### config.mk
export PLATFORM = sky130hd
export DESIGN_NAME = token_shape_feature_tokenizer_top
export DESIGN_NICKNAME = d
export VERILOG_FILES = /design/src/design/tsft_pkg.sv /design/src/design/tsft_core.sv /design/src/design/tsft_outq.sv /design/src/design/token_shape_feature_tokenizer_top.sv
export SDC_FILE = /design/constraint.sdc
export NUM_CORES = 1
export LEC_CHECK = 0
export BUFFER_PORTS_ARGS = -buffer_cell sky130_fd_sc_hd__buf_2
export CELL_PAD_IN_SITES_DETAIL_PLACEMENT = 1
export CELL_PAD_IN_SITES_GLOBAL_PLACEMENT = 1
export CORE_ASPECT_RATIO = 2
export CORE_MARGIN = 4
export CORE_UTILIZATION = 46
export CTS_CLUSTER_DIAMETER = 60
export DETAILED_ROUTE_END_ITERATION = 12
export GPL_TIMING_DRIVEN = 1
export PLACE_DENSITY_LB_ADDON = 0.1
export SKIP_LAST_GASP = 1
export SLEW_MARGIN = 20
export SYNTH_ARGS = -nofsm -noshare
export SYNTH_HDL_FRONTEND = slang
export SYNTH_HIERARCHICAL = 1
export SYNTH_SLANG_ARGS = --single-unit
export TNS_END_PERCENT = 20
### constraint.sdc
create_clock -name i_clk -period 7.5 [get_ports i_clk]
set_input_delay 0.375 -clock i_clk [delete_from_list [all_inputs] [get_ports i_clk]]
set_output_delay 0.375 -clock i_clk [all_outputs]
set_load 0.01 [all_outputs]
### src/design/tsft_pkg.sv
// Shared types and constants for the token shape feature tokenizer.
package tsft_pkg;

    typedef enum logic [1:0] {
        CLS_NONE  = 2'd0,
        CLS_WORD  = 2'd1,
        CLS_PUNCT = 2'd2
    } t_class;

    typedef struct packed {
        logic [7:0] character;
        logic       end_of_string;
    } t_item;

    typedef struct packed {
        logic [11:0] token_start;
        logic [12:0] token_length;
        logic        is_word;
        logic        upper_only;
        logic        title_case;
        logic        has_digit;
        logic        all_digit;
        logic        is_compass;
        logic        first_token;
        logic        last_token;
    } t_result;

    // Results produced by one byte, in delivery order; count is 0, 1 or 2.
    typedef struct packed {
        logic [1:0] count;
        t_result    first;
        t_result    second;
    } t_push;

    localparam int CompassWords = 12;

    // Compass words upper-cased, first letter in the low byte, zero padded to five bytes.
    localparam logic [39:0] COMPASS_WORD [CompassWords] = '{
        40'h00_0000_004E,   // N
        40'h00_0000_0053,   // S
        40'h00_0000_0045,   // E
        40'h00_0000_0057,   // W
        40'h00_0000_454E,   // NE
        40'h00_0000_574E,   // NW
        40'h00_0000_4553,   // SE
        40'h00_0000_5753,   // SW
        40'h48_5452_4F4E,   // NORTH
        40'h48_5455_4F53,   // SOUTH
        40'h00_5453_4145,   // EAST
        40'h00_5453_4557    // WEST
    };

    // The buffer is zero past the token's end and letters are never zero, so
    // a full-width compare also checks the length for tokens of up to five bytes.
    function automatic logic compass_hit(input logic [39:0] buf_bytes);
        logic hit;
        hit = 1'b0;
        for (int k = 0; k < CompassWords; k++) begin
            if (buf_bytes == COMPASS_WORD[k]) begin
                hit = 1'b1;
            end
        end
        return hit;
    endfunction

endpackage

### src/design/tsft_core.sv
// Tokenizer state: open token, held token and per-byte result generation.
module tsft_core #(
    parameter int MAX_STRING_BYTES = 4096
) (
    input  logic            i_clk,
    input  logic            i_rst_n,
    input  logic            i_valid,
    input  tsft_pkg::t_item i_item,
    output tsft_pkg::t_push o_push
);

    localparam int PW = $clog2(MAX_STRING_BYTES + 1);

    typedef struct packed {
        logic upper;
        logic title;
        logic hasdig;
        logic alldig;
    } t_shape;

    logic [PW-1:0]         r_pos, n_pos;
    tsft_pkg::t_class      r_cls, n_cls;
    logic [PW-1:0]         r_start, n_start;
    logic [PW-1:0]         r_len, n_len;
    t_shape                r_shape, n_shape;
    logic [4:0][7:0]       r_cbuf, n_cbuf;
    logic                  r_held_valid, n_held_valid;
    tsft_pkg::t_result     r_held, n_held;
    logic                  r_seen, n_seen;

    logic [7:0]            c;
    tsft_pkg::t_class      cls;
    logic                  is_upper;
    logic                  digit_byte;
    logic [7:0]            c_upper;
    logic                  in_range;

    function automatic tsft_pkg::t_result make_token(
        input tsft_pkg::t_class tcls,
        input logic [PW-1:0]    tstart,
        input logic [PW-1:0]    tlen,
        input t_shape           tshape,
        input logic [39:0]      tbuf
    );
        tsft_pkg::t_result res;
        logic [PW+12:0]    start_ext;
        logic [PW+12:0]    len_ext;
        logic              word;
        start_ext = {13'b0, tstart};
        len_ext   = {13'b0, tlen};
        word      = (tcls == tsft_pkg::CLS_WORD);
        res.token_start  = start_ext[11:0];
        res.token_length = len_ext[12:0];
        res.is_word      = word;
        res.upper_only   = word & tshape.upper;
        res.title_case   = word & tshape.title;
        res.has_digit    = word & tshape.hasdig;
        res.all_digit    = word & tshape.alldig;
        res.is_compass   = word && (tlen < PW'(6)) && tsft_pkg::compass_hit(tbuf);
        res.first_token  = 1'b0;
        res.last_token   = 1'b0;
        return res;
    endfunction

    assign c          = i_item.character;
    assign is_upper   = (c >= 8'h41) && (c <= 8'h5A);
    assign digit_byte = (c >= 8'h30) && (c <= 8'h39);
    assign c_upper    = ((c >= 8'h61) && (c <= 8'h7A)) ? (c - 8'h20) : c;
    assign in_range   = (r_pos < PW'(MAX_STRING_BYTES));

    always_comb begin
        if ((c == 8'h20) || ((c >= 8'h09) && (c <= 8'h0D))) begin
            cls = tsft_pkg::CLS_NONE;
        end else if (digit_byte || is_upper || ((c >= 8'h61) && (c <= 8'h7A))) begin
            cls = tsft_pkg::CLS_WORD;
        end else begin
            cls = tsft_pkg::CLS_PUNCT;
        end
    end

    always_comb begin
        n_pos        = r_pos;
        n_cls        = r_cls;
        n_start      = r_start;
        n_len        = r_len;
        n_shape      = r_shape;
        n_cbuf       = r_cbuf;
        n_held_valid = r_held_valid;
        n_held       = r_held;
        n_seen       = r_seen;
        o_push       = '0;

        if (i_valid) begin
            if (in_range) begin
                if ((cls != r_cls) && (r_cls != tsft_pkg::CLS_NONE)) begin
                    n_held       = make_token(r_cls, r_start, r_len, r_shape, r_cbuf);
                    n_held_valid = 1'b1;
                    n_cls        = tsft_pkg::CLS_NONE;
                end
                if (cls != tsft_pkg::CLS_NONE) begin
                    if (n_cls == tsft_pkg::CLS_NONE) begin
                        // A new token starts, so the held token is not the last one.
                        if (n_held_valid) begin
                            o_push.count             = 2'd1;
                            o_push.first             = n_held;
                            o_push.first.first_token = ~r_seen;
                            n_held_valid             = 1'b0;
                            n_seen                   = 1'b1;
                        end
                        n_cls    = cls;
                        n_start  = r_pos;
                        n_len    = PW'(1);
                        n_shape  = '{upper: is_upper, title: is_upper,
                                     hasdig: digit_byte, alldig: digit_byte};
                        n_cbuf   = '0;
                        n_cbuf[0] = c_upper;
                    end else begin
                        if (r_len < PW'(5)) begin
                            n_cbuf[r_len[2:0]] = c_upper;
                        end
                        n_len          = r_len + PW'(1);
                        n_shape.upper  = r_shape.upper & is_upper;
                        n_shape.hasdig = r_shape.hasdig | digit_byte;
                        n_shape.alldig = r_shape.alldig & digit_byte;
                    end
                end
                n_pos = r_pos + PW'(1);
            end

            if (i_item.end_of_string) begin
                if (n_cls != tsft_pkg::CLS_NONE) begin
                    n_held       = make_token(n_cls, n_start, n_len, n_shape, n_cbuf);
                    n_held_valid = 1'b1;
                end
                if (n_held_valid) begin
                    if (o_push.count == 2'd0) begin
                        o_push.first             = n_held;
                        o_push.first.first_token = ~n_seen;
                        o_push.first.last_token  = 1'b1;
                    end
                    o_push.second             = n_held;
                    o_push.second.first_token = ~n_seen;
                    o_push.second.last_token  = 1'b1;
                    o_push.count              = o_push.count + 2'd1;
                end
                n_pos        = '0;
                n_cls        = tsft_pkg::CLS_NONE;
                n_start      = '0;
                n_len        = '0;
                n_shape      = '0;
                n_cbuf       = '0;
                n_held_valid = 1'b0;
                n_held       = '0;
                n_seen       = 1'b0;
            end
        end
    end

    always_ff @(posedge i_clk) begin
        if (!i_rst_n) begin
            r_pos        <= '0;
            r_cls        <= tsft_pkg::CLS_NONE;
            r_start      <= '0;
            r_len        <= '0;
            r_shape      <= '0;
            r_cbuf       <= '0;
            r_held_valid <= 1'b0;
            r_held       <= '0;
            r_seen       <= 1'b0;
        end else begin
            r_pos        <= n_pos;
            r_cls        <= n_cls;
            r_start      <= n_start;
            r_len        <= n_len;
            r_shape      <= n_shape;
            r_cbuf       <= n_cbuf;
            r_held_valid <= n_held_valid;
            r_held       <= n_held;
            r_seen       <= n_seen;
        end
    end

    // A token is only held while no other token is open.
    a_held_no_open: assert property (@(posedge i_clk) disable iff (!i_rst_n)
        r_held_valid |-> (r_cls == tsft_pkg::CLS_NONE))
        else $error("held token coexists with an open token");

    // Two results from one byte only happen at the end of a string.
    a_two_at_end: assert property (@(posedge i_clk) disable iff (!i_rst_n)
        (o_push.count == 2'd2) |-> (i_item.end_of_string && o_push.second.last_token
                                    && !o_push.first.last_token))
        else $error("second result without end of string");

    // The end of a string leaves the tokenizer in its idle state.
    a_eos_clears: assert property (@(posedge i_clk) disable iff (!i_rst_n)
        (i_valid && i_item.end_of_string) |=> (r_pos == '0 && !r_seen && !r_held_valid))
        else $error("string state not cleared at end of string");

endmodule

### src/design/tsft_outq.sv
// Four-entry result queue that takes up to two results per cycle and gives one.
module tsft_outq (
    input  logic              i_clk,
    input  logic              i_rst_n,
    input  tsft_pkg::t_push   i_push,
    output logic              o_room,
    output logic              o_valid,
    input  logic              i_ready,
    output tsft_pkg::t_result o_result
);

    localparam int Depth = 4;
    localparam int AW    = $clog2(Depth);

    tsft_pkg::t_result r_mem [Depth];
    logic [AW-1:0]     r_wr, n_wr;
    logic [AW-1:0]     r_rd, n_rd;
    logic [AW:0]       r_count, n_count;
    logic              pop;

    assign o_valid  = (r_count != '0);
    assign o_result = r_mem[r_rd];
    assign pop      = o_valid & i_ready;
    // Room for two pushes, judged without the pop of this cycle.
    assign o_room   = (r_count <= (AW + 1)'(Depth - 2));

    always_comb begin
        n_wr    = r_wr + AW'(i_push.count);
        n_rd    = r_rd + AW'(pop);
        n_count = r_count + (AW + 1)'(i_push.count) - (AW + 1)'(pop);
    end

    always_ff @(posedge i_clk) begin
        if (i_push.count != 2'd0) begin
            r_mem[r_wr] <= i_push.first;
        end
        if (i_push.count == 2'd2) begin
            r_mem[r_wr + AW'(1)] <= i_push.second;
        end
    end

    always_ff @(posedge i_clk) begin
        if (!i_rst_n) begin
            r_wr    <= '0;
            r_rd    <= '0;
            r_count <= '0;
        end else begin
            r_wr    <= n_wr;
            r_rd    <= n_rd;
            r_count <= n_count;
        end
    end

    a_no_overflow: assert property (@(posedge i_clk) disable iff (!i_rst_n)
        r_count <= (AW + 1)'(Depth))
        else $error("result queue overflow");

    a_push_needs_room: assert property (@(posedge i_clk) disable iff (!i_rst_n)
        (i_push.count != 2'd0) |-> o_room)
        else $error("results pushed without room");

    a_pointers_track: assert property (@(posedge i_clk) disable iff (!i_rst_n)
        (r_count != (AW + 1)'(Depth)) |-> (r_wr - r_rd == r_count[AW-1:0]))
        else $error("queue pointers disagree with count");

endmodule

### src/design/token_shape_feature_tokenizer_top.sv
// Top level of the token shape feature tokenizer: input register, tokenizer and result queue.
//
//  Channel  Direction  Handshake            Payload
//  input    in         i_valid / o_ready    i_item   (byte, end of string)
//  result   out        o_valid / i_ready    o_result (one token per transaction)
//
// One byte is taken per cycle while o_ready is high; a byte is tokenized once it is registered
// and the queue has room, and its results are written into the result queue that drives o_result.
// A byte yields up to two results; the four-entry result queue absorbs them and the
// input stalls only while the queue holds more than two results.
// Synchronous active-low reset empties the queue and returns to the start of a string.
module token_shape_feature_tokenizer_top #(
    parameter int MAX_STRING_BYTES = 4096
) (
    input  logic              i_clk,
    input  logic              i_rst_n,
    input  logic              i_valid,
    output logic              o_ready,
    input  tsft_pkg::t_item   i_item,
    output logic              o_valid,
    input  logic              i_ready,
    output tsft_pkg::t_result o_result
);

    logic            r_in_valid;
    tsft_pkg::t_item r_in;
    logic            room;
    logic            advance;
    tsft_pkg::t_push push;

    assign advance = r_in_valid & room;
    assign o_ready = ~r_in_valid | room;

    always_ff @(posedge i_clk) begin
        if (!i_rst_n) begin
            r_in_valid <= 1'b0;
        end else if (o_ready) begin
            r_in_valid <= i_valid;
        end
    end

    always_ff @(posedge i_clk) begin
        if (i_valid && o_ready) begin
            r_in <= i_item;
        end
    end

    tsft_core #(
        .MAX_STRING_BYTES(MAX_STRING_BYTES)
    ) u_core (
        .i_clk   (i_clk),
        .i_rst_n (i_rst_n),
        .i_valid (advance),
        .i_item  (r_in),
        .o_push  (push)
    );

    tsft_outq u_outq (
        .i_clk    (i_clk),
        .i_rst_n  (i_rst_n),
        .i_push   (push),
        .o_room   (room),
        .o_valid  (o_valid),
        .i_ready  (i_ready),
        .o_result (o_result)
    );

endmodule
==> impl_metrics.prom, run 1 <==
# TYPE chip_impl_metric gauge
chip_impl_metric{name="comb_power_share",unit=""} 0.195
chip_impl_metric{name="synth.yosys.seq_area_share",unit=""} 0.444
chip_impl_metric{name="total_clock_buffers_created_by_cts",unit=""} 26
chip_impl_metric{name="synth_area_per_cell",unit="µm²"} 10.6
chip_impl_metric{name="max_freq",unit="MHz"} 181
chip_impl_metric{name="worst_slew_margin_relative_to_its_limit",unit=""} 0.288
chip_impl_info{name="cts_tree",value="yes"} 1
chip_impl_metric{name="synthToLayoutAreaGrowth",unit="%"} 9.60
chip_impl_metric{name="cts_max_path_buffers",unit=""} 3
chip_impl_metric{name="clk_latency",unit="ps"} 560
chip_impl_metric{name="share_seq_of_total_power",unit=""} 0.451
chip_impl_info{name="synthFlopType",value="sky130_fd_sc_hd__edfxtp_1"} 1
chip_impl_metric{name="synth-warning-count",unit=""} 6
chip_impl_metric{name="power-per-cell-area",unit="mW/mm²"} 215
chip_impl_metric{name="drt-pass1-iter-count",unit=""} 5
chip_impl_metric{name="netlist.area_leader.share",unit=""} 0.278
chip_impl_metric{name="post-dp-hpwl",unit="µm"} 32400
chip_impl_metric{name="static_power_due_to_leakage",unit="µW"} 0.00585
chip_impl_info{name="status",value="completed"} 1
chip_impl_metric{name="avgRoutedWirePerCell",unit="µm"} 24.2
chip_impl_metric{name="die_area",unit="mm²"} 0.0363
chip_impl_metric{name="antenna_found_initial",unit=""} 0
chip_impl_info{name="category_of_the_critical_setup_timing_path",value="reg -> reg"} 1
chip_impl_metric{name="drt_iter0_markers",unit=""} 536
chip_impl_info{name="timing.hold.worst.class",value="in -> reg"} 1
chip_impl_metric{name="syn-instance-count",unit=""} 1438
chip_impl_metric{name="worst_path_fanout_max",unit=""} 23
chip_impl_info{name="critPathCaptureType",value="flip-flop"} 1
chip_impl_info{name="critical_path_slowest_stage_cell",value="sky130_fd_sc_hd__edfxtp_1"} 1
chip_impl_metric{name="p_switching",unit="µW"} 1020
chip_impl_info{name="crit_path_cell_trace",value="or2_2 > a31oi_1 > buf_4 > and2_1 > o21ai_0 > or2_1 > nor2_2 > ha_1 > nand2_1 > a21boi_0 > buf_4 > and4bb_1 > buf_12 > mux2_2"} 1
chip_impl_info{name="critical_path.top_delay_family",value="simple AND/OR/NAND/NOR gates"} 1
chip_impl_metric{name="timing.critical_path.required",unit="ps"} 7800
chip_impl_info{name="synth.top_cells.by_area",value="sky130_fd_sc_hd__edfxtp_1, sky130_fd_sc_hd__dfxtp_1, sky130_fd_sc_hd__mux2_2, sky130_fd_sc_hd__mux4_2, sky130_fd_sc_hd__nor2b_1"} 1
chip_impl_metric{name="timing_hold_violations_final",unit=""} 0
chip_impl_metric{name="routed_via_density",unit=""} 6.13
chip_impl_metric{name="first_global_vias",unit=""} 12600
chip_impl_metric{name="gp_congestion",unit=""} 0.939
chip_impl_metric{name="ioPinCount",unit=""} 48
chip_impl_metric{name="die_h",unit="µm"} 265
chip_impl_info{name="synth_top_cell_by_area",value="sky130_fd_sc_hd__edfxtp_1"} 1
chip_impl_metric{name="postRouteAntennaNets",unit=""} 0
chip_impl_metric{name="die_x",unit="µm"} 137
chip_impl_info{name="cts-root-buf",value="sky130_fd_sc_hd__clkbuf_16"} 1
chip_impl_metric{name="globalRouteOverflowTotal",unit=""} 0
chip_impl_metric{name="core_region_area",unit="mm²"} 0.0328
chip_impl_metric{name="antenna_cells_inserted",unit=""} 0
chip_impl_metric{name="initial_utilization",unit=""} 0.464
chip_impl_metric{name="rows",unit=""} 94
chip_impl_metric{name="grt_pass1_wl",unit="µm"} 72100
chip_impl_metric{name="asyncSetResetFlopFracSynth",unit=""} 0
chip_impl_metric{name="timing.critical_path.slowest_cell_delay",unit="ps"} 740
chip_impl_metric{name="global_route.usage.total",unit=""} 0.254
chip_impl_metric{name="tritoncts_num_sinks",unit=""} 267
chip_impl_info{name="critPathMostFrequentCell",value="sky130_fd_sc_hd__buf_4"} 1
chip_impl_metric{name="worst_pin_slew",unit="ps"} 1060
chip_impl_metric{name="power.share.switching",unit=""} 0.286
chip_impl_info{name="crit_path_start_kind",value="flip-flop"} 1
chip_impl_metric{name="ctsHtreeMaxLevel",unit=""} 1
chip_impl_info{name="grt_setup_unrepaired",value="false"} 1
chip_impl_metric{name="tns",unit="ps"} 0
chip_impl_metric{name="fraction_of_final_layout_cells_sized_beyond_drive_strength_1",unit=""} 0.219
chip_impl_metric{name="cts_resized",unit=""} 0
chip_impl_metric{name="slew_viol_final",unit=""} 0
chip_impl_metric{name="buffer_ports.inserted",unit=""} 47
chip_impl_metric{name="vdd_ir_drop_max",unit="V"} 0.000200
chip_impl_metric{name="worst-endpoint-arrival",unit="ps"} 5820
chip_impl_metric{name="grt_max_degree",unit=""} 77
chip_impl_info{name="yosys.cell_count.top_type",value="sky130_fd_sc_hd__edfxtp_1"} 1
chip_impl_metric{name="drc",unit=""} 0
chip_impl_metric{name="setup_skew_after_layout",unit="ps"} 13.8
chip_impl_metric{name="number_of_flops_mapped_to_enable_cells_by_yosys",unit=""} 141
chip_impl_metric{name="setup_viol",unit=""} 0
chip_impl_metric{name="critPathBufInv",unit=""} 3
chip_impl_metric{name="pwr-share-clk",unit=""} 0.354
chip_impl_metric{name="synth.lib_cells_used.distinct",unit=""} 92
chip_impl_metric{name="final_min_period_over_clock_period",unit=""} 0.736
chip_impl_metric{name="p_int",unit="µW"} 2560
chip_impl_metric{name="worst_setup_hold_path_clk_slew",unit="ps"} 70
chip_impl_metric{name="fin_nets",unit=""} 1470
chip_impl_metric{name="netlist_area_before_placement",unit="mm²"} 0.0152
chip_impl_metric{name="timing.max_cap.violations",unit=""} 0
chip_impl_info{name="ys_top_cells_by_count",value="sky130_fd_sc_hd__edfxtp_1, sky130_fd_sc_hd__mux2_2, sky130_fd_sc_hd__dfxtp_1"} 1
chip_impl_metric{name="synth_fp_nets",unit=""} 1461
chip_impl_metric{name="drt-total-wl",unit="µm"} 46000
chip_impl_metric{name="ys_ff_latch",unit=""} 267
chip_impl_metric{name="post-route-util",unit=""} 0.509
chip_impl_metric{name="timing.final.crit_period",unit="ps"} 5520
chip_impl_metric{name="num_vias",unit=""} 11600
[power groups by stage]
stage	Combinational, µW	Clock, µW	Sequential [µW]
after floorplan	484	0	1630
after global placement	698	0	1650
after detailed placement	705	0	1650
after CTS	711	1310	1620
after global routing	756	1360	1620
final	699	1270	1620
[layout by cell type, fill, tap and decap left out, drive strengths merged, types with 10 or more instances in the layout]
cell type and count:
nand3 29, xnor2 12, a22oi 82, dfxtp 126, nand2 95, clkbuf 32
nor4 16, edfxtp 141, buf 84, nor2 100, o21bai 14, mux2 135
nor3 30, a21oi 59, nand2b 13, o22ai 22, o21ai 51, nor2b 116
mux4 33, mux2i 37, inv 18, and3 20, nand4 10, and2 14
[what timing repair did]
| item | CTS | global route |
|---|---|---|
| buffers inserted | 0 | 0 |
| endpoints found under the hold margin | 9 | 0 |
| hold buffers | 9 | 0 |
| endpoints found under the setup margin | 0 | 0 |
[flip-flops by register name, summed over array words and instances, names as in the netlist, 3 cells and up]
signal          count
u_core/r_held      32
u_core/r_len       13
u_core/r_start     12
u_outq/r_count      3
u_core/r_cbuf      40
u_core/r_shape      4
u_outq/r_mem      132
r_in                9
u_core/r_pos       13
[worst reg2reg max path: stages (launching register included)]
cell and delay [ps]:
sky130_fd_sc_hd__edfxtp_1 740, sky130_fd_sc_hd__or2_2 460, sky130_fd_sc_hd__a31oi_1 210, sky130_fd_sc_hd__buf_4 250
sky130_fd_sc_hd__and2_1 620, sky130_fd_sc_hd__o21ai_0 360, sky130_fd_sc_hd__or2_1 350, sky130_fd_sc_hd__nor2_2 300
sky130_fd_sc_hd__ha_1 300, sky130_fd_sc_hd__nand2_1 60, sky130_fd_sc_hd__a21boi_0 70, sky130_fd_sc_hd__buf_4 170
sky130_fd_sc_hd__and4bb_1 720, sky130_fd_sc_hd__buf_12 270, sky130_fd_sc_hd__mux2_2 380
[stage by stage]
step                total power (µW)  std cells  instance area (µm²)  hold slack (ps)  setup WS (ps)
finish                          3580       1897                16700             67.2           1980
global route                    3740       1897                16700             48.6           1690
detailed placement              2350       1842                15800              444           2040
floorplan                       2110       1438                15200              425           1270
CTS                             3640       1897                16700             38.0           2020
global placement                2340       1842                15800              436           2060
[final cells by class]
| type | instances | area, µm² |
|---|---|---|
| sequential | 267 | 6760 |
| multi-input combinational | 1043 | 7920 |
| clock inverter | 14 | 101 |
| clock buffer | 32 | 694 |
| tap | 432 | 541 |
| timing repair buffer | 93 | 616 |
| fill | 3558 | 16100 |
| inverter | 16 | 60.1 |
[cell families after synthesis]
logic type	count (synthesis)	synth area share
and+or+nand+nor	494	0.178
AOI/OAI and AO/OA	314	0.143
DFF	267	0.444
muxes	205	0.173
buffers and inverters	128	0.0406
xor gates and xnor gates	20	0.0133
adders and majority gates	10	0.00871
[path summary, 6_finish.rpt]
kind	slack [ps]	startpoint	endpoint	cells after the start
max	1980	r_in[1]	u_outq/r_mem[3][2]	14
min	70	i_valid	r_in_valid	3
max reg2reg	1980	r_in[1]	u_outq/r_mem[3][2]	14
min reg2reg	450	u_core/r_held[0]	u_core/r_held[0]	2
[routing by layer]
layer / vias up / GRT usage / wire, µm
met4: 0 / 0.113 / 2200
met5: - / 0 / 0
met2: 222 / 0.482 / 25100
met1: 5866 / 0.281 / 17500
met3: 115 / 0.0221 / 1170
li1: 5422 / - / -
Note: power is estimated with default switching activity, not from simulation.
==> inputs of run 2 (changes only) <==
==> constraint.sdc (replaced) <==
create_clock -name i_clk -period 5.5 [get_ports i_clk]
set_input_delay 0.275 -clock i_clk [delete_from_list [all_inputs] [get_ports i_clk]]
set_output_delay 0.275 -clock i_clk [all_outputs]
set_load 0.01 [all_outputs]
==> run 2 against run 1 <==
Effect of this change: worst hold slack improved by 81 ps; sequential share of layout area fell by 0.26 points; total power rose by 38%; combinational power rose by 35%; count of clock-buffer cells in the layout did not move; critical path depth fell by 1; worst setup slack got worse by 1700 ps; final area rose by 0.64%; first-iteration DRC count rose by 2.8%; via count rose by 0.19%; final cell count rose by 0.58%; clock power rose by 41%; critical endpoint is now u_outq/r_mem[2][31]; largest cell class unchanged; largest power group unchanged.
==> impl_metrics.prom, run 2 (synthesized netlist as in run 1, its figures left out) <==
# TYPE chip_impl_metric gauge
chip_impl_metric{name="timing.critical_path.slowest_cell_delay",unit="ps"} 870
chip_impl_metric{name="power-per-cell-area",unit="mW/mm²"} 295
chip_impl_metric{name="antenna_cells_inserted",unit=""} 0
chip_impl_metric{name="first_global_vias",unit=""} 12400
chip_impl_info{name="critical_path.top_delay_family",value="compound AO/OA/AOI/OAI gates"} 1
chip_impl_metric{name="drt_iter0_markers",unit=""} 551
chip_impl_metric{name="fraction_of_final_layout_cells_sized_beyond_drive_strength_1",unit=""} 0.225
chip_impl_info{name="final_cell_mix",value="sky130_fd_sc_hd__edfxtp_1, sky130_fd_sc_hd__mux2_2, sky130_fd_sc_hd__dfxtp_1"} 1
chip_impl_metric{name="total_clock_buffers_created_by_cts",unit=""} 26
chip_impl_metric{name="initial_utilization",unit=""} 0.464
chip_impl_metric{name="worst_slew_margin_relative_to_its_limit",unit=""} 0.255
chip_impl_metric{name="finalHoldWorstSlack",unit="ps"} 148
chip_impl_info{name="crit_path_cell_trace",value="o21ai_0 > a32oi_1 > and3_1 > a21boi_1 > or2_1 > nor2_2 > nor2_2 > ha_1 > nand2_1 > a21boi_0 > o21bai_1 > o21bai_4 > buf_4"} 1
chip_impl_metric{name="clk_latency",unit="ps"} 550
chip_impl_info{name="critPathCaptureType",value="flip-flop"} 1
chip_impl_info{name="critical_path_slowest_stage_cell",value="sky130_fd_sc_hd__edfxtp_1"} 1
chip_impl_metric{name="gp_congestion",unit=""} 0.905
chip_impl_metric{name="final_non_filler_cell_area",unit="mm²"} 0.0168
chip_impl_metric{name="max_freq",unit="MHz"} 191
chip_impl_metric{name="core_region_area",unit="mm²"} 0.0328
chip_impl_info{name="grt_setup_unrepaired",value="true"} 1
chip_impl_metric{name="fin_nets",unit=""} 1479
chip_impl_metric{name="globalRouteOverflowTotal",unit=""} 0
chip_impl_metric{name="final_min_period_over_clock_period",unit=""} 0.950
chip_impl_metric{name="fill_cells",unit=""} 3590
chip_impl_info{name="registers.top_by_ff_count",value="u_outq/r_mem"} 1
chip_impl_info{name="critPathMostFrequentCell",value="sky130_fd_sc_hd__nor2_2"} 1
chip_impl_metric{name="slew_viol_final",unit=""} 0
chip_impl_metric{name="ioPinCount",unit=""} 48
chip_impl_metric{name="timing_hold_violations_final",unit=""} 0
chip_impl_metric{name="vdd_ir_drop_max",unit="V"} 0.000271
chip_impl_info{name="cts_tree",value="yes"} 1
chip_impl_metric{name="num_vias",unit=""} 11600
chip_impl_metric{name="grt_max_degree",unit=""} 73
chip_impl_metric{name="die_x",unit="µm"} 137
chip_impl_metric{name="critPathBufInv",unit=""} 1
chip_impl_info{name="status",value="completed"} 1
chip_impl_metric{name="worst_path_fanout_max",unit=""} 27
chip_impl_metric{name="drt-total-wl",unit="µm"} 45300
chip_impl_info{name="category_of_the_critical_setup_timing_path",value="reg -> reg"} 1
chip_impl_info{name="crit_path_start_kind",value="flip-flop"} 1
chip_impl_metric{name="die_area",unit="mm²"} 0.0363
chip_impl_metric{name="drt-pass1-iter-count",unit=""} 5
chip_impl_info{name="timing.hold.worst.class",value="in -> reg"} 1
chip_impl_metric{name="timing.critical_path.required",unit="ps"} 5750
chip_impl_metric{name="antenna_found_initial",unit=""} 0
chip_impl_metric{name="cts_max_path_buffers",unit=""} 3
chip_impl_metric{name="buffer_ports.inserted",unit=""} 47
chip_impl_metric{name="die_h",unit="µm"} 265
chip_impl_metric{name="largest_register_ff_count",unit=""} 132
chip_impl_metric{name="drc",unit=""} 0
chip_impl_metric{name="worst-endpoint-arrival",unit="ps"} 5470
chip_impl_metric{name="ctsHtreeMaxLevel",unit=""} 1
chip_impl_metric{name="synthToLayoutAreaGrowth",unit="%"} 10.3
chip_impl_metric{name="instance_area_after_placement",unit="mm²"} 0.0159
chip_impl_metric{name="worst_setup_hold_path_clk_slew",unit="ps"} 60
chip_impl_info{name="layout.cells.most_common",value="sky130_fd_sc_hd__edfxtp_1"} 1
chip_impl_info{name="leading_registers_by_flop_count",value="u_outq/r_mem: 132 flops, u_core/r_cbuf: 40 flops, u_core/r_held: 32 flops"} 1
chip_impl_metric{name="routed_via_density",unit=""} 6.10
chip_impl_metric{name="grt_pass1_wl",unit="µm"} 71000
chip_impl_metric{name="avgRoutedWirePerCell",unit="µm"} 23.7
chip_impl_metric{name="postRouteAntennaNets",unit=""} 0
chip_impl_metric{name="rows",unit=""} 94
chip_impl_info{name="cts-root-buf",value="sky130_fd_sc_hd__clkbuf_16"} 1
chip_impl_metric{name="cts_resized",unit=""} 0
chip_impl_metric{name="global_route.usage.total",unit=""} 0.249
chip_impl_metric{name="setup_skew_after_layout",unit="ps"} 19.7
chip_impl_metric{name="post-dp-hpwl",unit="µm"} 32500
chip_impl_metric{name="static_power_due_to_leakage",unit="µW"} 0.00592
chip_impl_metric{name="numPlacedInstances",unit=""} 1850
chip_impl_metric{name="finalNonFillerCells",unit=""} 1908
chip_impl_metric{name="tritoncts_num_sinks",unit=""} 267
chip_impl_metric{name="timing.max_cap.violations",unit=""} 0
chip_impl_metric{name="setup_viol",unit=""} 0
chip_impl_metric{name="worst_pin_slew",unit="ps"} 1110
chip_impl_metric{name="timing.final.crit_period",unit="ps"} 5220
[run 2: final timing paths]
kind                     from             endpoint  slack, ps  cells after the start
min                   i_ready       u_outq/r_rd[1]        150                      3
min reg2reg  u_core/r_held[0]     u_core/r_held[0]        460                      2
max reg2reg           r_in[4]  u_outq/r_mem[2][31]        280                     13
max                   r_in[4]  u_outq/r_mem[2][31]        280                     13
[run 2: metal layers]
metal,wire length [µm],track usage,up-vias
met5,0,0,-
met4,1680,0.0935,0
met3,1110,0.0185,82
met2,25300,0.477,210
met1,17200,0.282,5925
li1,-,-,5430
[run 2: timing repair]
item                                    in CTS  in global routing
buffers inserted                             0                  0
endpoints found under the hold margin       10                  0
endpoints found under the setup margin       0                 21
hold buffers                                10                  0
[run 2: power breakdown]
group,internal [µW],switching [µW]
sequential,2150,64.9
clock,998,789
combinational,399,545
total,3550,1400
[run 2: through the flow]
step	utilization	power (µW)	TNS, ps	setup WS, ps
6_report	0.512	4950	0	276
5_1_grt	0.512	5160	-2090	-148
4_1_cts	0.512	5020	0	230
3_5_place_dp	0.483	3210	0	277
3_3_place_gp	0.483	3190	0	490
2_1_floorplan	-	2880	0	81.7
[run 2: final cells by class]
| type | instances | area, µm² | share of cell area |
|---|---|---|---|
| inverters | 16 | 60.1 | 0.00357 |
| clock inverters | 16 | 143 | 0.00849 |
| flip-flops and latches | 267 | 6760 | 0.402 |
| multi-input cells | 1043 | 7910 | 0.471 |
| well taps | 432 | 541 | 0.0322 |
| clock buffers | 32 | 694 | 0.0413 |
| repair buffers | 102 | 698 | 0.0416 |
[run 2: worst register-to-register path, stage by stage (launching register included)]
cell	delay (ps)
sky130_fd_sc_hd__edfxtp_1	870
sky130_fd_sc_hd__o21ai_0	370
sky130_fd_sc_hd__a32oi_1	660
sky130_fd_sc_hd__and3_1	320
sky130_fd_sc_hd__a21boi_1	140
sky130_fd_sc_hd__or2_1	460
sky130_fd_sc_hd__nor2_2	170
sky130_fd_sc_hd__nor2_2	60
sky130_fd_sc_hd__ha_1	270
sky130_fd_sc_hd__nand2_1	50
sky130_fd_sc_hd__a21boi_0	280
sky130_fd_sc_hd__o21bai_1	220
sky130_fd_sc_hd__o21bai_4	750
sky130_fd_sc_hd__buf_4	310
